==> config.mk <==
export PLATFORM = sky130hd
export DESIGN_NAME = uart_frame_parser_with_queue
export DESIGN_NICKNAME = d
export VERILOG_FILES = /design/src/rtl/ufp_pkg.sv /design/src/rtl/uart_frame_parser_with_queue.sv /design/src/rtl/ufp_ctrl.sv /design/src/rtl/ufp_dp.sv
export SDC_FILE = /design/constraint.sdc
export NUM_CORES = 2
export LEC_CHECK = 0
export ABC_AREA = 1
export BUFFER_PORTS_ARGS = -buffer_cell sky130_fd_sc_hd__buf_2
export CORE_ASPECT_RATIO = 0.8
export CORE_MARGIN = 8
export CORE_UTILIZATION = 50
export CTS_BUF_LIST = sky130_fd_sc_hd__clkbuf_8
export CTS_CLUSTER_SIZE = 8
export DETAILED_ROUTE_END_ITERATION = 8
export PLACE_DENSITY_LB_ADDON = 0.2
export REMOVE_ABC_BUFFERS = 1
export SLEW_MARGIN = 20
export SYNTH_ARGS = -nofsm -noshare
export SYNTH_HDL_FRONTEND = slang
export SYNTH_HIERARCHICAL = 1
export SYNTH_SLANG_ARGS = --single-unit
==> constraint.sdc <==
create_clock -name clock -period 4.4 [get_ports clock]
set_input_delay 0.22 -clock clock [delete_from_list [all_inputs] [get_ports clock]]
set_output_delay 0.22 -clock clock [all_outputs]
set_load 0.05 [all_outputs]
==> src/rtl/ufp_pkg.sv <==
package ufp_pkg;

   // Field widths fixed by the transaction formats.
   localparam int BYTE_W    = 8;
   localparam int OP_W      = 2;
   localparam int KIND_W    = 2;
   localparam int STATUS_W  = 3;
   localparam int SIZE_W    = 6;
   localparam int INDEX_W   = 5;
   localparam int QCOUNT_W  = 3;
   localparam int IDLE_W    = 17;
   localparam int TIMEOUT_W = 16;
   localparam int CSR_IDX_W = 2;
   localparam int CSR_W     = 16;

   // Largest number of payload results one pop may produce.
   localparam int POP_LIMIT = 32;

   // Operation codes of a request.
   localparam logic [OP_W-1:0] OP_RX_BYTE = 2'd0;
   localparam logic [OP_W-1:0] OP_TICK    = 2'd1;
   localparam logic [OP_W-1:0] OP_POP     = 2'd2;

   // Result kinds.
   localparam logic [KIND_W-1:0] KIND_STATUS  = 2'd0;
   localparam logic [KIND_W-1:0] KIND_PAYLOAD = 2'd1;
   localparam logic [KIND_W-1:0] KIND_EMPTY   = 2'd2;

   // Byte status codes.
   localparam logic [STATUS_W-1:0] STAT_CONSUMED   = 3'd0;
   localparam logic [STATUS_W-1:0] STAT_BAD_START  = 3'd1;
   localparam logic [STATUS_W-1:0] STAT_SIZE_BAD   = 3'd2;
   localparam logic [STATUS_W-1:0] STAT_QUEUED     = 3'd3;
   localparam logic [STATUS_W-1:0] STAT_QUEUE_FULL = 3'd4;

   // Configuration register indexes.
   localparam logic [CSR_IDX_W-1:0] REG_START_BYTE  = 2'd0;
   localparam logic [CSR_IDX_W-1:0] REG_MAX_PAYLOAD = 2'd1;
   localparam logic [CSR_IDX_W-1:0] REG_TIMEOUT     = 2'd2;

   typedef struct packed {
      logic [OP_W-1:0]   operation;
      logic [BYTE_W-1:0] rx_byte;
   } ufp_req_type;

   typedef struct packed {
      logic [KIND_W-1:0]   result_kind;
      logic [STATUS_W-1:0] byte_status;
      logic [BYTE_W-1:0]   msg_type;
      logic [SIZE_W-1:0]   msg_size;
      logic [BYTE_W-1:0]   payload_byte;
      logic [INDEX_W-1:0]  payload_index;
      logic                last;
      logic [QCOUNT_W-1:0] queue_count;
   } ufp_rsp_type;

   // Commands from the controller to the datapath.
   typedef struct packed {
      logic                byte_accept;
      logic                tick;
      logic                store_type;
      logic                store_size;
      logic                clear_count;
      logic                store_data;
      logic                commit;
      logic                load_status;
      logic [STATUS_W-1:0] status;
      logic                pop_start;
      logic                pop_empty;
      logic                pop_emit;
   } ufp_cmd_type;

   // Status from the datapath to the controller.
   typedef struct packed {
      logic out_free;
      logic timed_out;
      logic is_start;
      logic size_bad;
      logic frame_done;
      logic queue_full;
      logic queue_empty;
      logic pop_last;
   } ufp_sts_type;

endpackage

==> src/rtl/uart_frame_parser_with_queue.sv <==
// Length-prefixed frame deframer with a message queue. Each received byte
// request returns one status result in the cycle after it is accepted; tick
// requests and the unused operation code return nothing and are taken even
// while a result waits at the output. A pop of an empty queue returns one
// result; a pop of a held message occupies the block until its last byte
// leaves: ST_HDR reads the header and the first payload byte from the queue
// memories, then one payload byte leaves per cycle, paced by the registered
// read port of the payload memory and by rsp_stall. Payload bytes are written
// straight into the free queue slot as they arrive, so committing a frame
// takes no copy. The queue memories need no clearing after reset.
module uart_frame_parser_with_queue #(
   parameter int MAX_PAYLOAD = 32,
   parameter int QUEUE_SLOTS = 8
) (
   input  logic                            clock,
   input  logic                            reset,
   input  logic                            req_valid,
   output logic                            req_stall,
   input  ufp_pkg::ufp_req_type            req_data,
   output logic                            rsp_valid,
   input  logic                            rsp_stall,
   output ufp_pkg::ufp_rsp_type            rsp_data,
   input  logic                            csr_write,
   input  logic [ufp_pkg::CSR_IDX_W-1:0]   csr_index,
   input  logic [ufp_pkg::CSR_W-1:0]       csr_data
);
   import ufp_pkg::*;

   ufp_cmd_type cmd;
   ufp_sts_type sts;

   // Parser and pop sequencer.
   ufp_ctrl u_ctrl (
      .clock     (clock),
      .reset     (reset),
      .req_valid (req_valid),
      .req_op    (req_data.operation),
      .req_stall (req_stall),
      .sts       (sts),
      .cmd       (cmd)
   );

   // Registers, queue memories and output register.
   ufp_dp #(
      .MAX_PAYLOAD (MAX_PAYLOAD),
      .QUEUE_SLOTS (QUEUE_SLOTS)
   ) u_dp (
      .clock       (clock),
      .reset       (reset),
      .req_rx_byte (req_data.rx_byte),
      .rsp_stall   (rsp_stall),
      .rsp_valid   (rsp_valid),
      .rsp_data    (rsp_data),
      .csr_write   (csr_write),
      .csr_index   (csr_index),
      .csr_data    (csr_data),
      .cmd         (cmd),
      .sts         (sts)
   );

endmodule

==> src/rtl/ufp_ctrl.sv <==
module ufp_ctrl (
   input  logic                         clock,
   input  logic                         reset,
   input  logic                         req_valid,
   input  logic [ufp_pkg::OP_W-1:0]     req_op,
   output logic                         req_stall,
   input  ufp_pkg::ufp_sts_type         sts,
   output ufp_pkg::ufp_cmd_type         cmd
);
   import ufp_pkg::*;

   typedef enum logic [1:0] {
      ST_IDLE,
      ST_HDR,
      ST_DATA
   } state_type;

   typedef enum logic [1:0] {
      PH_HUNT,
      PH_TYPE,
      PH_SIZE,
      PH_DATA
   } phase_type;

   state_type state_ff, state_in;
   phase_type phase_ff, phase_in, phase_eff;
   logic      needs_out;
   logic      accept;

   // Handshake, frame parser and pop sequencer decisions.
   always_comb begin
      cmd       = '0;
      state_in  = state_ff;
      phase_in  = phase_ff;
      // A byte that arrives after the idle limit is judged as a start byte.
      phase_eff = sts.timed_out ? PH_HUNT : phase_ff;
      needs_out = (req_op == OP_RX_BYTE) || (req_op == OP_POP);
      req_stall = (state_ff != ST_IDLE) || (needs_out && !sts.out_free);
      accept    = req_valid && !req_stall;

      unique case (state_ff)
         ST_IDLE: begin
            if (accept) begin
               unique case (req_op)
                  OP_RX_BYTE: begin
                     cmd.byte_accept = 1'b1;
                     cmd.load_status = 1'b1;
                     cmd.status      = STAT_CONSUMED;
                     unique case (phase_eff)
                        PH_HUNT: begin
                           if (sts.is_start) begin
                              phase_in = PH_TYPE;
                           end else begin
                              phase_in   = PH_HUNT;
                              cmd.status = STAT_BAD_START;
                           end
                        end
                        PH_TYPE: begin
                           cmd.store_type = 1'b1;
                           phase_in       = PH_SIZE;
                        end
                        PH_SIZE: begin
                           cmd.store_size = 1'b1;
                           if (sts.size_bad) begin
                              cmd.status = STAT_SIZE_BAD;
                              phase_in   = PH_HUNT;
                           end else begin
                              cmd.clear_count = 1'b1;
                              phase_in        = PH_DATA;
                           end
                        end
                        PH_DATA: begin
                           cmd.store_data = 1'b1;
                           if (sts.frame_done) begin
                              phase_in = PH_HUNT;
                              if (sts.queue_full) begin
                                 cmd.status = STAT_QUEUE_FULL;
                              end else begin
                                 cmd.commit = 1'b1;
                                 cmd.status = STAT_QUEUED;
                              end
                           end
                        end
                     endcase
                  end
                  OP_TICK: begin
                     cmd.tick = 1'b1;
                  end
                  OP_POP: begin
                     if (sts.queue_empty) begin
                        cmd.pop_empty = 1'b1;
                     end else begin
                        cmd.pop_start = 1'b1;
                        state_in      = ST_HDR;
                     end
                  end
                  default: begin
                  end
               endcase
            end
         end
         // Header and first payload byte are read from memory.
         ST_HDR: begin
            state_in = ST_DATA;
         end
         // One payload byte leaves whenever the output register is free.
         ST_DATA: begin
            if (sts.out_free) begin
               cmd.pop_emit = 1'b1;
               if (sts.pop_last) begin
                  state_in = ST_IDLE;
               end
            end
         end
         default: begin
            state_in = ST_IDLE;
         end
      endcase
   end

   // Sequencer and parser state.
   always_ff @(posedge clock) begin
      if (reset) begin
         state_ff <= ST_IDLE;
         phase_ff <= PH_HUNT;
      end else begin
         state_ff <= state_in;
         phase_ff <= phase_in;
      end
   end

endmodule

==> src/rtl/ufp_dp.sv <==
module ufp_dp #(
   parameter int MAX_PAYLOAD = 32,
   parameter int QUEUE_SLOTS = 8
) (
   input  logic                            clock,
   input  logic                            reset,
   input  logic [ufp_pkg::BYTE_W-1:0]      req_rx_byte,
   input  logic                            rsp_stall,
   output logic                            rsp_valid,
   output ufp_pkg::ufp_rsp_type            rsp_data,
   input  logic                            csr_write,
   input  logic [ufp_pkg::CSR_IDX_W-1:0]   csr_index,
   input  logic [ufp_pkg::CSR_W-1:0]       csr_data,
   input  ufp_pkg::ufp_cmd_type            cmd,
   output ufp_pkg::ufp_sts_type            sts
);
   import ufp_pkg::*;

   localparam int IDXW      = (MAX_PAYLOAD > 1) ? $clog2(MAX_PAYLOAD) : 1;
   localparam int SLOTW     = $clog2(QUEUE_SLOTS);
   localparam int QCW       = (SLOTW + 1 > QCOUNT_W) ? SLOTW + 1 : QCOUNT_W;
   localparam int ADDRW     = SLOTW + IDXW;
   localparam int PAY_DEPTH = QUEUE_SLOTS * (2 ** IDXW);
   localparam int HDR_W     = BYTE_W + SIZE_W;

   function automatic logic [SLOTW-1:0] next_slot(input logic [SLOTW-1:0] s);
      next_slot = (s == SLOTW'(QUEUE_SLOTS - 1)) ? '0 : s + SLOTW'(1);
   endfunction

   function automatic logic [QCW-1:0] held_count(input logic [SLOTW-1:0] w,
                                                  input logic [SLOTW-1:0] r);
      logic [QCW-1:0] diff;
      diff = QCW'(w) - QCW'(r);
      held_count = (w >= r) ? diff : diff + QCW'(QUEUE_SLOTS);
   endfunction

   // Configuration registers.
   logic [BYTE_W-1:0]    start_byte_ff;
   logic [SIZE_W-1:0]    max_payload_ff;
   logic [TIMEOUT_W-1:0] timeout_ff;

   // Frame assembly and queue control.
   logic [BYTE_W-1:0]    frame_type_ff;
   logic [SIZE_W-1:0]    frame_size_ff;
   logic [SIZE_W-1:0]    byte_count_ff, byte_count_in;
   logic [IDLE_W-1:0]    idle_ff, idle_in;
   logic [SLOTW-1:0]     write_slot_ff, write_slot_in;
   logic [SLOTW-1:0]     read_slot_ff, read_slot_in;
   logic [SLOTW-1:0]     write_next;

   // Pop streaming.
   logic [SLOTW-1:0]     pop_slot_ff;
   logic [INDEX_W-1:0]   pop_idx_ff, pop_idx_in;
   logic [HDR_W-1:0]     hdr_q_ff;
   logic [BYTE_W-1:0]    pd_q_ff;
   logic [SIZE_W:0]      hdr_size_w, clamp_a, clamp_b;
   logic [SIZE_W-1:0]    pop_size;
   logic [SIZE_W-1:0]    pop_idx_w, pop_idx_next;
   logic [ADDRW-1:0]     wr_addr, rd_addr;

   // Output register.
   logic                 rsp_valid_ff, rsp_valid_in;
   ufp_rsp_type          rsp_data_ff, rsp_data_in;
   logic                 load_out;
   logic [QCW-1:0]       held_after, held_now;
   logic [BYTE_W-1:0]    limit_w;

   logic [BYTE_W-1:0]    hdr_mem [QUEUE_SLOTS];
   logic [BYTE_W-1:0]    pay_mem [PAY_DEPTH];
   logic [SIZE_W-1:0]    hsize_mem [QUEUE_SLOTS];

   // Status toward the controller.
   always_comb begin
      write_next      = next_slot(write_slot_ff);
      limit_w = ({2'b00, max_payload_ff} < BYTE_W'(MAX_PAYLOAD)) ?
                {2'b00, max_payload_ff} : BYTE_W'(MAX_PAYLOAD);
      sts.out_free    = !rsp_valid_ff || !rsp_stall;
      sts.timed_out   = idle_ff > {1'b0, timeout_ff};
      sts.is_start    = req_rx_byte == start_byte_ff;
      sts.size_bad    = (req_rx_byte == '0) || (req_rx_byte > limit_w);
      sts.frame_done  = ({1'b0, byte_count_ff} + (SIZE_W + 1)'(1)) >= {1'b0, frame_size_ff};
      sts.queue_full  = write_next == read_slot_ff;
      sts.queue_empty = write_slot_ff == read_slot_ff;
      // Stored sizes are clamped to the buffer and to the pop result limit.
      hdr_size_w      = {1'b0, hdr_q_ff[SIZE_W-1:0]};
      clamp_a = (hdr_size_w > (SIZE_W + 1)'(MAX_PAYLOAD)) ?
                (SIZE_W + 1)'(MAX_PAYLOAD) : hdr_size_w;
      clamp_b = (clamp_a > (SIZE_W + 1)'(POP_LIMIT)) ? (SIZE_W + 1)'(POP_LIMIT) : clamp_a;
      pop_size        = clamp_b[SIZE_W-1:0];
      pop_idx_w       = {1'b0, pop_idx_ff};
      pop_idx_next    = pop_idx_w + SIZE_W'(1);
      sts.pop_last    = pop_idx_next == pop_size;
   end

   // Next values of the queue pointers, idle counter and pop index.
   always_comb begin
      write_slot_in = cmd.commit ? write_next : write_slot_ff;
      read_slot_in  = cmd.pop_start ? next_slot(read_slot_ff) : read_slot_ff;
      if (cmd.byte_accept) begin
         idle_in = '0;
      end else if (cmd.tick && (idle_ff != '1)) begin
         idle_in = idle_ff + IDLE_W'(1);
      end else begin
         idle_in = idle_ff;
      end
      if (cmd.clear_count) begin
         byte_count_in = '0;
      end else if (cmd.store_data) begin
         byte_count_in = byte_count_ff + SIZE_W'(1);
      end else begin
         byte_count_in = byte_count_ff;
      end
      if (cmd.pop_start) begin
         pop_idx_in = '0;
      end else if (cmd.pop_emit) begin
         pop_idx_in = pop_idx_ff + INDEX_W'(1);
      end else begin
         pop_idx_in = pop_idx_ff;
      end
      wr_addr = {write_slot_ff, byte_count_ff[IDXW-1:0]};
      // The read address moves ahead as soon as a byte leaves.
      rd_addr = cmd.pop_emit ? {pop_slot_ff, pop_idx_next[IDXW-1:0]}
                             : {pop_slot_ff, pop_idx_w[IDXW-1:0]};
      held_after = held_count(write_slot_in, read_slot_in);
      held_now   = held_count(write_slot_ff, read_slot_ff);
   end

   // Result assembly and output register control.
   always_comb begin
      load_out    = cmd.load_status || cmd.pop_empty || cmd.pop_emit;
      rsp_data_in = '0;
      rsp_data_in.last        = 1'b1;
      rsp_data_in.queue_count = held_after[QCOUNT_W-1:0];
      if (cmd.load_status) begin
         rsp_data_in.result_kind = KIND_STATUS;
         rsp_data_in.byte_status = cmd.status;
      end else if (cmd.pop_emit) begin
         rsp_data_in.result_kind   = KIND_PAYLOAD;
         rsp_data_in.msg_type      = hdr_q_ff[HDR_W-1:SIZE_W];
         rsp_data_in.msg_size      = pop_size;
         rsp_data_in.payload_byte  = pd_q_ff;
         rsp_data_in.payload_index = pop_idx_ff;
         rsp_data_in.last          = sts.pop_last;
      end else begin
         rsp_data_in.result_kind = KIND_EMPTY;
      end
      rsp_valid_in = load_out || (rsp_valid_ff && rsp_stall);
   end

   // Control registers.
   always_ff @(posedge clock) begin
      if (reset) begin
         start_byte_ff  <= '0;
         max_payload_ff <= SIZE_W'(32);
         timeout_ff     <= TIMEOUT_W'(1000);
         idle_ff        <= '0;
         write_slot_ff  <= '0;
         read_slot_ff   <= '0;
         rsp_valid_ff   <= 1'b0;
      end else begin
         if (csr_write) begin
            unique case (csr_index)
               REG_START_BYTE:  start_byte_ff  <= csr_data[BYTE_W-1:0];
               REG_MAX_PAYLOAD: max_payload_ff <= csr_data[SIZE_W-1:0];
               REG_TIMEOUT:     timeout_ff     <= csr_data[TIMEOUT_W-1:0];
               default: begin
               end
            endcase
         end
         idle_ff       <= idle_in;
         write_slot_ff <= write_slot_in;
         read_slot_ff  <= read_slot_in;
         rsp_valid_ff  <= rsp_valid_in;
      end
   end

   // Payload registers.
   always_ff @(posedge clock) begin
      if (cmd.store_type) begin
         frame_type_ff <= req_rx_byte;
      end
      if (cmd.store_size) begin
         frame_size_ff <= req_rx_byte[SIZE_W-1:0];
      end
      byte_count_ff <= byte_count_in;
      if (cmd.pop_start) begin
         pop_slot_ff <= read_slot_ff;
      end
      pop_idx_ff <= pop_idx_in;
      if (load_out) begin
         rsp_data_ff <= rsp_data_in;
      end
   end

   // Queue memories. Payload bytes land straight in the free slot; the
   // header is written when the frame is committed.
   always_ff @(posedge clock) begin
      if (cmd.store_data) begin
         pay_mem[wr_addr] <= req_rx_byte;
      end
      if (cmd.commit) begin
         hdr_mem[write_slot_ff]   <= frame_type_ff;
         hsize_mem[write_slot_ff] <= frame_size_ff;
      end
      pd_q_ff  <= pay_mem[rd_addr];
      hdr_q_ff <= {hdr_mem[pop_slot_ff], hsize_mem[pop_slot_ff]};
   end

   assign rsp_valid = rsp_valid_ff;
   assign rsp_data  = rsp_data_ff;

   // A result is only loaded when the output register can take it.
   a_load_when_free: assert property (@(posedge clock) disable iff (reset)
      load_out |-> sts.out_free)
      else $error("result loaded into a busy output register");

   // A frame is never committed into a full queue.
   a_commit_not_full: assert property (@(posedge clock) disable iff (reset)
      cmd.commit |-> !sts.queue_full)
      else $error("frame committed while the queue is full");

   // Streamed payload indexes stay within the message.
   a_emit_in_range: assert property (@(posedge clock) disable iff (reset)
      cmd.pop_emit |-> ({1'b0, pop_idx_ff} < pop_size))
      else $error("payload index beyond message size");

   // One slot always stays unused.
   a_count_bound: assert property (@(posedge clock) disable iff (reset)
      held_now <= QCW'(QUEUE_SLOTS - 1))
      else $error("queue holds more messages than it has usable slots");

endmodule

# Word level (Yosys, flattened, before mapping)

Memories as Yosys holds them, arrays and structs flattened. A register that Yosys moved wholly into a read port is not among the register bits.
Cells that the tools add are included.

Bitwise gates (word level): 1
Multiplexer cells: 46
Add/subtract/negate cells: 9
Order comparisons: 7
Reduce and logical (&&, ||, !) cells: 29
Equality and inequality tests: 22

Operators by type and width:

| kind                                                                  | number |
|---|---|
| 13-bit 2-to-1 mux                                                     | 2 |
| 2-bit 2-to-1 mux                                                      | 13 |
| 3-bit 2-to-1 mux                                                      | 7 |
| 6-bit 2-to-1 mux                                                      | 3 |
| 17-bit by 1-bit adder with 17-bit output (second input constant)      | 1 |
| 17-bit by 16-bit > comparator with 1-bit output                       | 1 |
| 17-bit inequality test (second input constant)                        | 1 |
| 1-bit 2-to-1 mux                                                      | 16 |
| 2-bit == test (second input constant)                                 | 5 |
| 3-bit by 1-bit adder with 3-bit output (second input constant)        | 3 |
| 9-bit 2-to-1 mux                                                      | 1 |
| 3-bit case mux with 3 select lines                                    | 1 |
| 2-bit by 1-bit == test with 1-bit output (second input constant)      | 4 |
| 8-bit == test                                                         | 1 |
| 8-bit > comparator                                                    | 1 |
| 2-bit zero test                                                       | 4 |
| 8-bit zero test                                                       | 1 |
| 2-bit case mux with 4 select lines                                    | 1 |
| 4-bit AND reduction                                                   | 2 |
| 6-bit by 1-bit adder with 7-bit output (second input constant)        | 1 |
| 7-bit by 6-bit greater-or-equal comparator with 1-bit output          | 1 |
| 7-bit by 6-bit > comparator with 1-bit output (second input constant) | 1 |
| 1-bit logical OR                                                      | 7 |
| 5-bit by 1-bit adder with 6-bit output (second input constant)        | 1 |
| other kinds (20)                                                      | 35 |

Output and inout port bits: 38
Bits in writable memories: 2,160
Memories: 3
Bits in registers: 122

Memories:

| name           | words | width | rd ports | clocked after Yosys merged registers in | wr ports | RTL line     | source |
|---|---|---|---|---|---|---|---|
| u_dp.pay_mem   | 256   | 8     | 1        | 1                                       | 1        | ufp_dp.sv:69 | `logic [BYTE_W-1:0] pay_mem [PAY_DEPTH];` |
| u_dp.hdr_mem   | 8     | 8     | 1        | 1                                       | 1        | ufp_dp.sv:68 | `logic [BYTE_W-1:0] hdr_mem [QUEUE_SLOTS];` |
| u_dp.hsize_mem | 8     | 6     | 1        | 1                                       | 1        | ufp_dp.sv:70 | `logic [SIZE_W-1:0] hsize_mem [QUEUE_SLOTS];` |

# Depth between registers and ports, before layout

Depth in word-level cells: 13
Mapped depth: 22
Mapped depth without buffers: 22

# Modules after synthesis

Netlist, hierarchy kept.

Modules (own cells, without submodules):

| module   | area each (um^2) | cells an instance | seq. area each (um^2) | instances |
|---|---|---|---|---|
| ufp_dp   | 99,431.6         | 9,546             | 68,195.4              | 1 |
| ufp_ctrl | 442.9            | 69                | 80.1                  | 1 |

# Least setup slack after synthesis

No wires, ideal clock.

Kind: flip-flop to flip-flop
Start point: register u_dp.idle_ff[4]
End point: memory u_dp.pay_mem[114][0] (enable)
Cell stages (with the launch flop): 13
Arrival time: 3.119 ns
Library setup time: 0.370 ns
Setup slack: 0.911 ns
Required time: 4.030 ns
Path buffers: 2
Cell sequence: dfxtp_1 -> ha_1 -> inv_1 -> or4_1 -> o41ai_1 -> inv_1 -> nor2_4 -> nand2_2 -> nor2_1 -> clkbuf_1 -> nand3_1 -> clkbuf_1 -> nor2_1

RTL lines:

| item                     | RTL line      | source |
|---|---|---|
| start: declaration       | ufp_dp.sv:46  | `logic [IDLE_W-1:0] idle_ff, idle_in;` |
| start signal: assignment | ufp_dp.sv:170 | `idle_ff <= idle_in;` |
| end: declaration         | ufp_dp.sv:69  |  |

==> results.py <==
metrics = {
    "grt": {
        "antenna_found_initial": 6,
        "grt_pass1_vias": 66304,
        "overflow": 0,
        "grt_pass1_wl_um": 411000,
        "track_usage": 0.252,
        "grt_max_degree": 179,
    },
    "flow_run": {
        "max-cap-violations": 0,
    },
    "timing": {
        "fin_hold_ws_ns": 0.0936,
        "slew_headroom": 0.295,
        "finalHoldViolCount": 0,
        "maxSlewViolCount": 0,
        "finalSetupViolCount": 0,
        "fin_tns_setup_ns": 0,
        "rsz0062_at_grt": "no",
        "period_minus_slack_ns": 4.16,
        "tightest_slew_ns": 1.06,
        "fmax_mhz": 240,
        "fin_skew_ns": 0.0660,
        "fin_crit_sh": 0.946,
    },
    "worst_setup_path": {
        "arrival_ns": 4.79,
        "cp_cell_sequence": "inv_1 -> ha_1 -> nand2_1 -> or4_1 -> o41ai_1 -> inv_1 -> nor2_4 -> nand2_2 -> nor2_1 -> buf_4 -> nand2_1 -> inv_1 -> nand2_2 -> buf_4 -> nor2_1",
        "crit_path_max_fanout": 17,
        "cp_num_buf_inv": 5,
        "crit_required_ns": 5.03,
        "cp-start-kind": "flop",
        "end_kind": "flop",
        "crit_type": "flop to flop",
        "cp_slowest_cell": "nor2_1",
        "path_delay_family": "simple AND/OR/NAND/NOR gates",
        "max_stage_delay_ns": 0.60,
        "path_common_cell": "inv_1",
    },
    "power_and_ir_drop": {
        "ir_drop_v": 0.000318,
        "swShare": 0.309,
        "switching_power_mw": 15.7,
        "power_density_nw_per_um2": 461,
        "total_power_mw": 50.9,
        "internal_power_mw": 35.2,
        "clockPowerShare": 0.320,
        "p_comb_frac": 0.206,
        "p_leak_nw": 45.6,
        "p_seq_frac": 0.475,
    },
    "floorplanning": {
        "io_pins": 71,
        "chipWidth_um": 516,
        "rows": 146,
        "die_h_um": 416,
        "die_area_um2": 214000,
        "initial_core_util": 0.504,
        "fp.coreArea_um2": 198000,
    },
    "drt": {
        "drtAntennaViolNets": 0,
        "via_count": 69381,
        "detail_route.wirelength_um": 276000,
        "drt_iter0_markers": 8285,
        "drc": 0,
        "drtPass1Iterations": 7,
        "wl_per_cell_um": 21.7,
        "via_per_inst": 5.46,
    },
    "clocking": {
        "numClockSinks": 2304,
        "clk_pin_slew_ns": 0.06,
        "htreeDepth": 5,
        "cts_buffer_depth": 4,
        "cts_made_buffers": 370,
        "ctsRootBufferMaster": "clkbuf_8",
        "clkLatencyLatePin_ns": 1.06,
        "post-cts-setup-buffers": 0,
        "cts_tree": "built",
    },
    "cells_and_area": {
        "drive_above_1_share": 0.0744,
        "num-nets-final": 9891,
        "postLayoutCoreUtil": 0.557,
        "fin_cells": 12712,
        "fill_cells": 16932,
        "area_growth_pct": 10.6,
    },
    "synth": {
        "synth_ff_type": "edfxtp_1",
        "async_reset_ff_frac": 0,
        "synth_seq_cells": 2304,
        "synth_warnings": 6,
        "synth-edff-count": 2213,
        "syn_inst": 9615,
        "syn_area_per_cell_um2": 10.4,
        "synthDistinctLibCells": 48,
        "seq_area_frac_synth": 0.684,
        "synth_area_um2": 99900,
    },
    "placed_design": {
        "dp_hpwl_um": 162000,
        "gp_congestion": 0.887,
        "io_buffers": 70,
        "place_inst": 12046,
    },
    "min_path": {
        "hp-class": "input pin to flop",
    },
    "status": {
        "status": "complete, no violations",
    },
}
==> registers in the layout (all words and copies together) (netlist names), 3 cells and up <==
| register | count |
|---|---|
| u_dp/byte_count_ff | 6 |
| u_dp/frame_size_ff | 6 |
| u_dp/frame_type_ff | 8 |
| u_dp/hdr_mem | 64 |
| u_dp/hdr_q_ff | 14 |
| u_dp/hsize_mem | 48 |
| u_dp/idle_ff | 17 |
| u_dp/max_payload_ff | 6 |
| u_dp/pay_mem | 2048 |
| u_dp/pd_q_ff | 8 |
| u_dp/pop_idx_ff | 5 |
| u_dp/pop_slot_ff | 3 |
| u_dp/read_slot_ff | 3 |
| u_dp/rsp_data | 36 |
| u_dp/start_byte_ff | 8 |
| u_dp/timeout_ff | 16 |
| u_dp/write_slot_ff | 3 |
==> layer usage <==
metal | routed length (µm) | vias up | global-route usage
met5 | 13 | - | 0
li1 | - | 32009 | -
met4 | 8800 | 2 | 0.0850
met1 | 119000 | 33604 | 0.366
met3 | 26200 | 500 | 0.0481
met2 | 123000 | 3266 | 0.382
==> metrics by stage <==
stage | instance area, µm² | worst slack (ns)
floorplan | 97400 | -16.48
global placement | 104000 | 0.265
detailed placement | 104000 | 0.264
CTS | 110000 | 0.224
global route | 110000 | 0.0513
finish | 110000 | 0.238
==> logic make-up (layout without fill, tap and decap cells) <==
group / Yosys count / after routing / share of synthesized area
AOI/OAI and AO/OA: 335 / 335 / 0.0195
DFF: 2304 / 2304 / 0.684
adders and majority gates: 41 / 41 / 0.00521
other: 0 / 12 / 0
buffers and inverters: 2130 / 2551 / 0.0857
muxes: 1 / 1 / 0.000100
and+or+nand+nor: 4779 / 4779 / 0.204
xor gates and xnor gates: 25 / 25 / 0.00219
==> power groups by stage <==
stage | combinational, mW | sequential, mW | clock [mW]
floorplan | 7.12 | 24.6 | 0
global placement | 10.1 | 24.6 | 0
detailed placement | 10.2 | 24.6 | 0
CTS | 10.3 | 24.1 | 16.6
global route | 11.3 | 24.1 | 17.5
finish | 10.5 | 24.1 | 16.3
==> cells in the mapped netlist (all sizes together), types with 4 or more instances <==
library cell	instances	area (µm²)
a21oi	38	190
nand3	1767	8840
clkinv	4	15.0
xnor2	8	70.1
o211ai	70	526
o22ai	14	87.6
xor2	17	149
edfxtp	2213	66500
buf	381	1990
dfxtp	91	1820
nor3	20	105
inv	1606	6030
o21a	5	37.5
nand4	11	83.8
o21ai	181	913
a31oi	16	100
nand2	2482	9350
nand3b	10	75.1
nor2	484	1860
ha	40	500
clkbuf	139	522
==> layout make-up <==
class / instances / area (µm²) / area share
diodes: 12 / 30.0 / 0.000272
clock buffers: 392 / 5400 / 0.0489
clock inverters: 199 / 833 / 0.00755
inverters: 1610 / 6050 / 0.0547
multi-input cells: 5181 / 23200 / 0.210
flip-flops and latches: 2304 / 68300 / 0.618
well taps: 2664 / 3330 / 0.0302
repair buffers: 350 / 3330 / 0.0301
==> placed cells by master (no fill, tap or decap), types with 3 or more instances in the layout <==
cell and n:
nand3_2 7, clkinvlp_4 4, inv_1 1745, clkbuf_8 392, clkinv_1 42, clkinv_2 7, o21ai_0 178, buf_4 166
buf_2 62, inv_2 6, nand3b_1 10, o21ai_4 3, o211ai_1 70, nor2_1 476, nand2_2 16, nand3_1 1760
xor2_1 17, o21a_1 5, ha_1 40, a21oi_1 38, dfxtp_1 91, buf_12 51, nor2_4 6, diode_2 12
xnor2_1 8, nand2_1 2459, a31oi_1 16, buf_8 8, nand4_1 10, o22ai_1 14, edfxtp_1 2213, nor3_1 18
dlygate4sd3_1 63, nand2_4 6
==> repair_timing <==
action | 4_1_cts | 5_1_grt
hold endpoints to repair | 784 | 0
gates resized for setup | 0 | 1
hold buffers | 63 | 0
endpoints found under the setup margin | 0 | 8
==> final timing paths <==
path | startpoint | to | slack [ns] | cells past startpoint
setup / recovery | u_dp/timeout_ff[6] | u_dp/pay_mem[132][2] | 0.24 | 15
hold / removal | reset | u_dp/read_slot_ff[1] | 0.09 | 3
setup reg to reg | u_dp/timeout_ff[6] | u_dp/pay_mem[132][2] | 0.24 | 15
hold reg to reg | u_dp/max_payload_ff[0] | u_dp/max_payload_ff[0] | 0.46 | 2
==> worst min-delay path, delay by kind of cell <==
family                 cells  cell delay, ns
buffers and inverters      2            0.81
AOI/OAI and AO/OA          1            0.07
No activity file was read; power rests on OpenSTA's default activity.
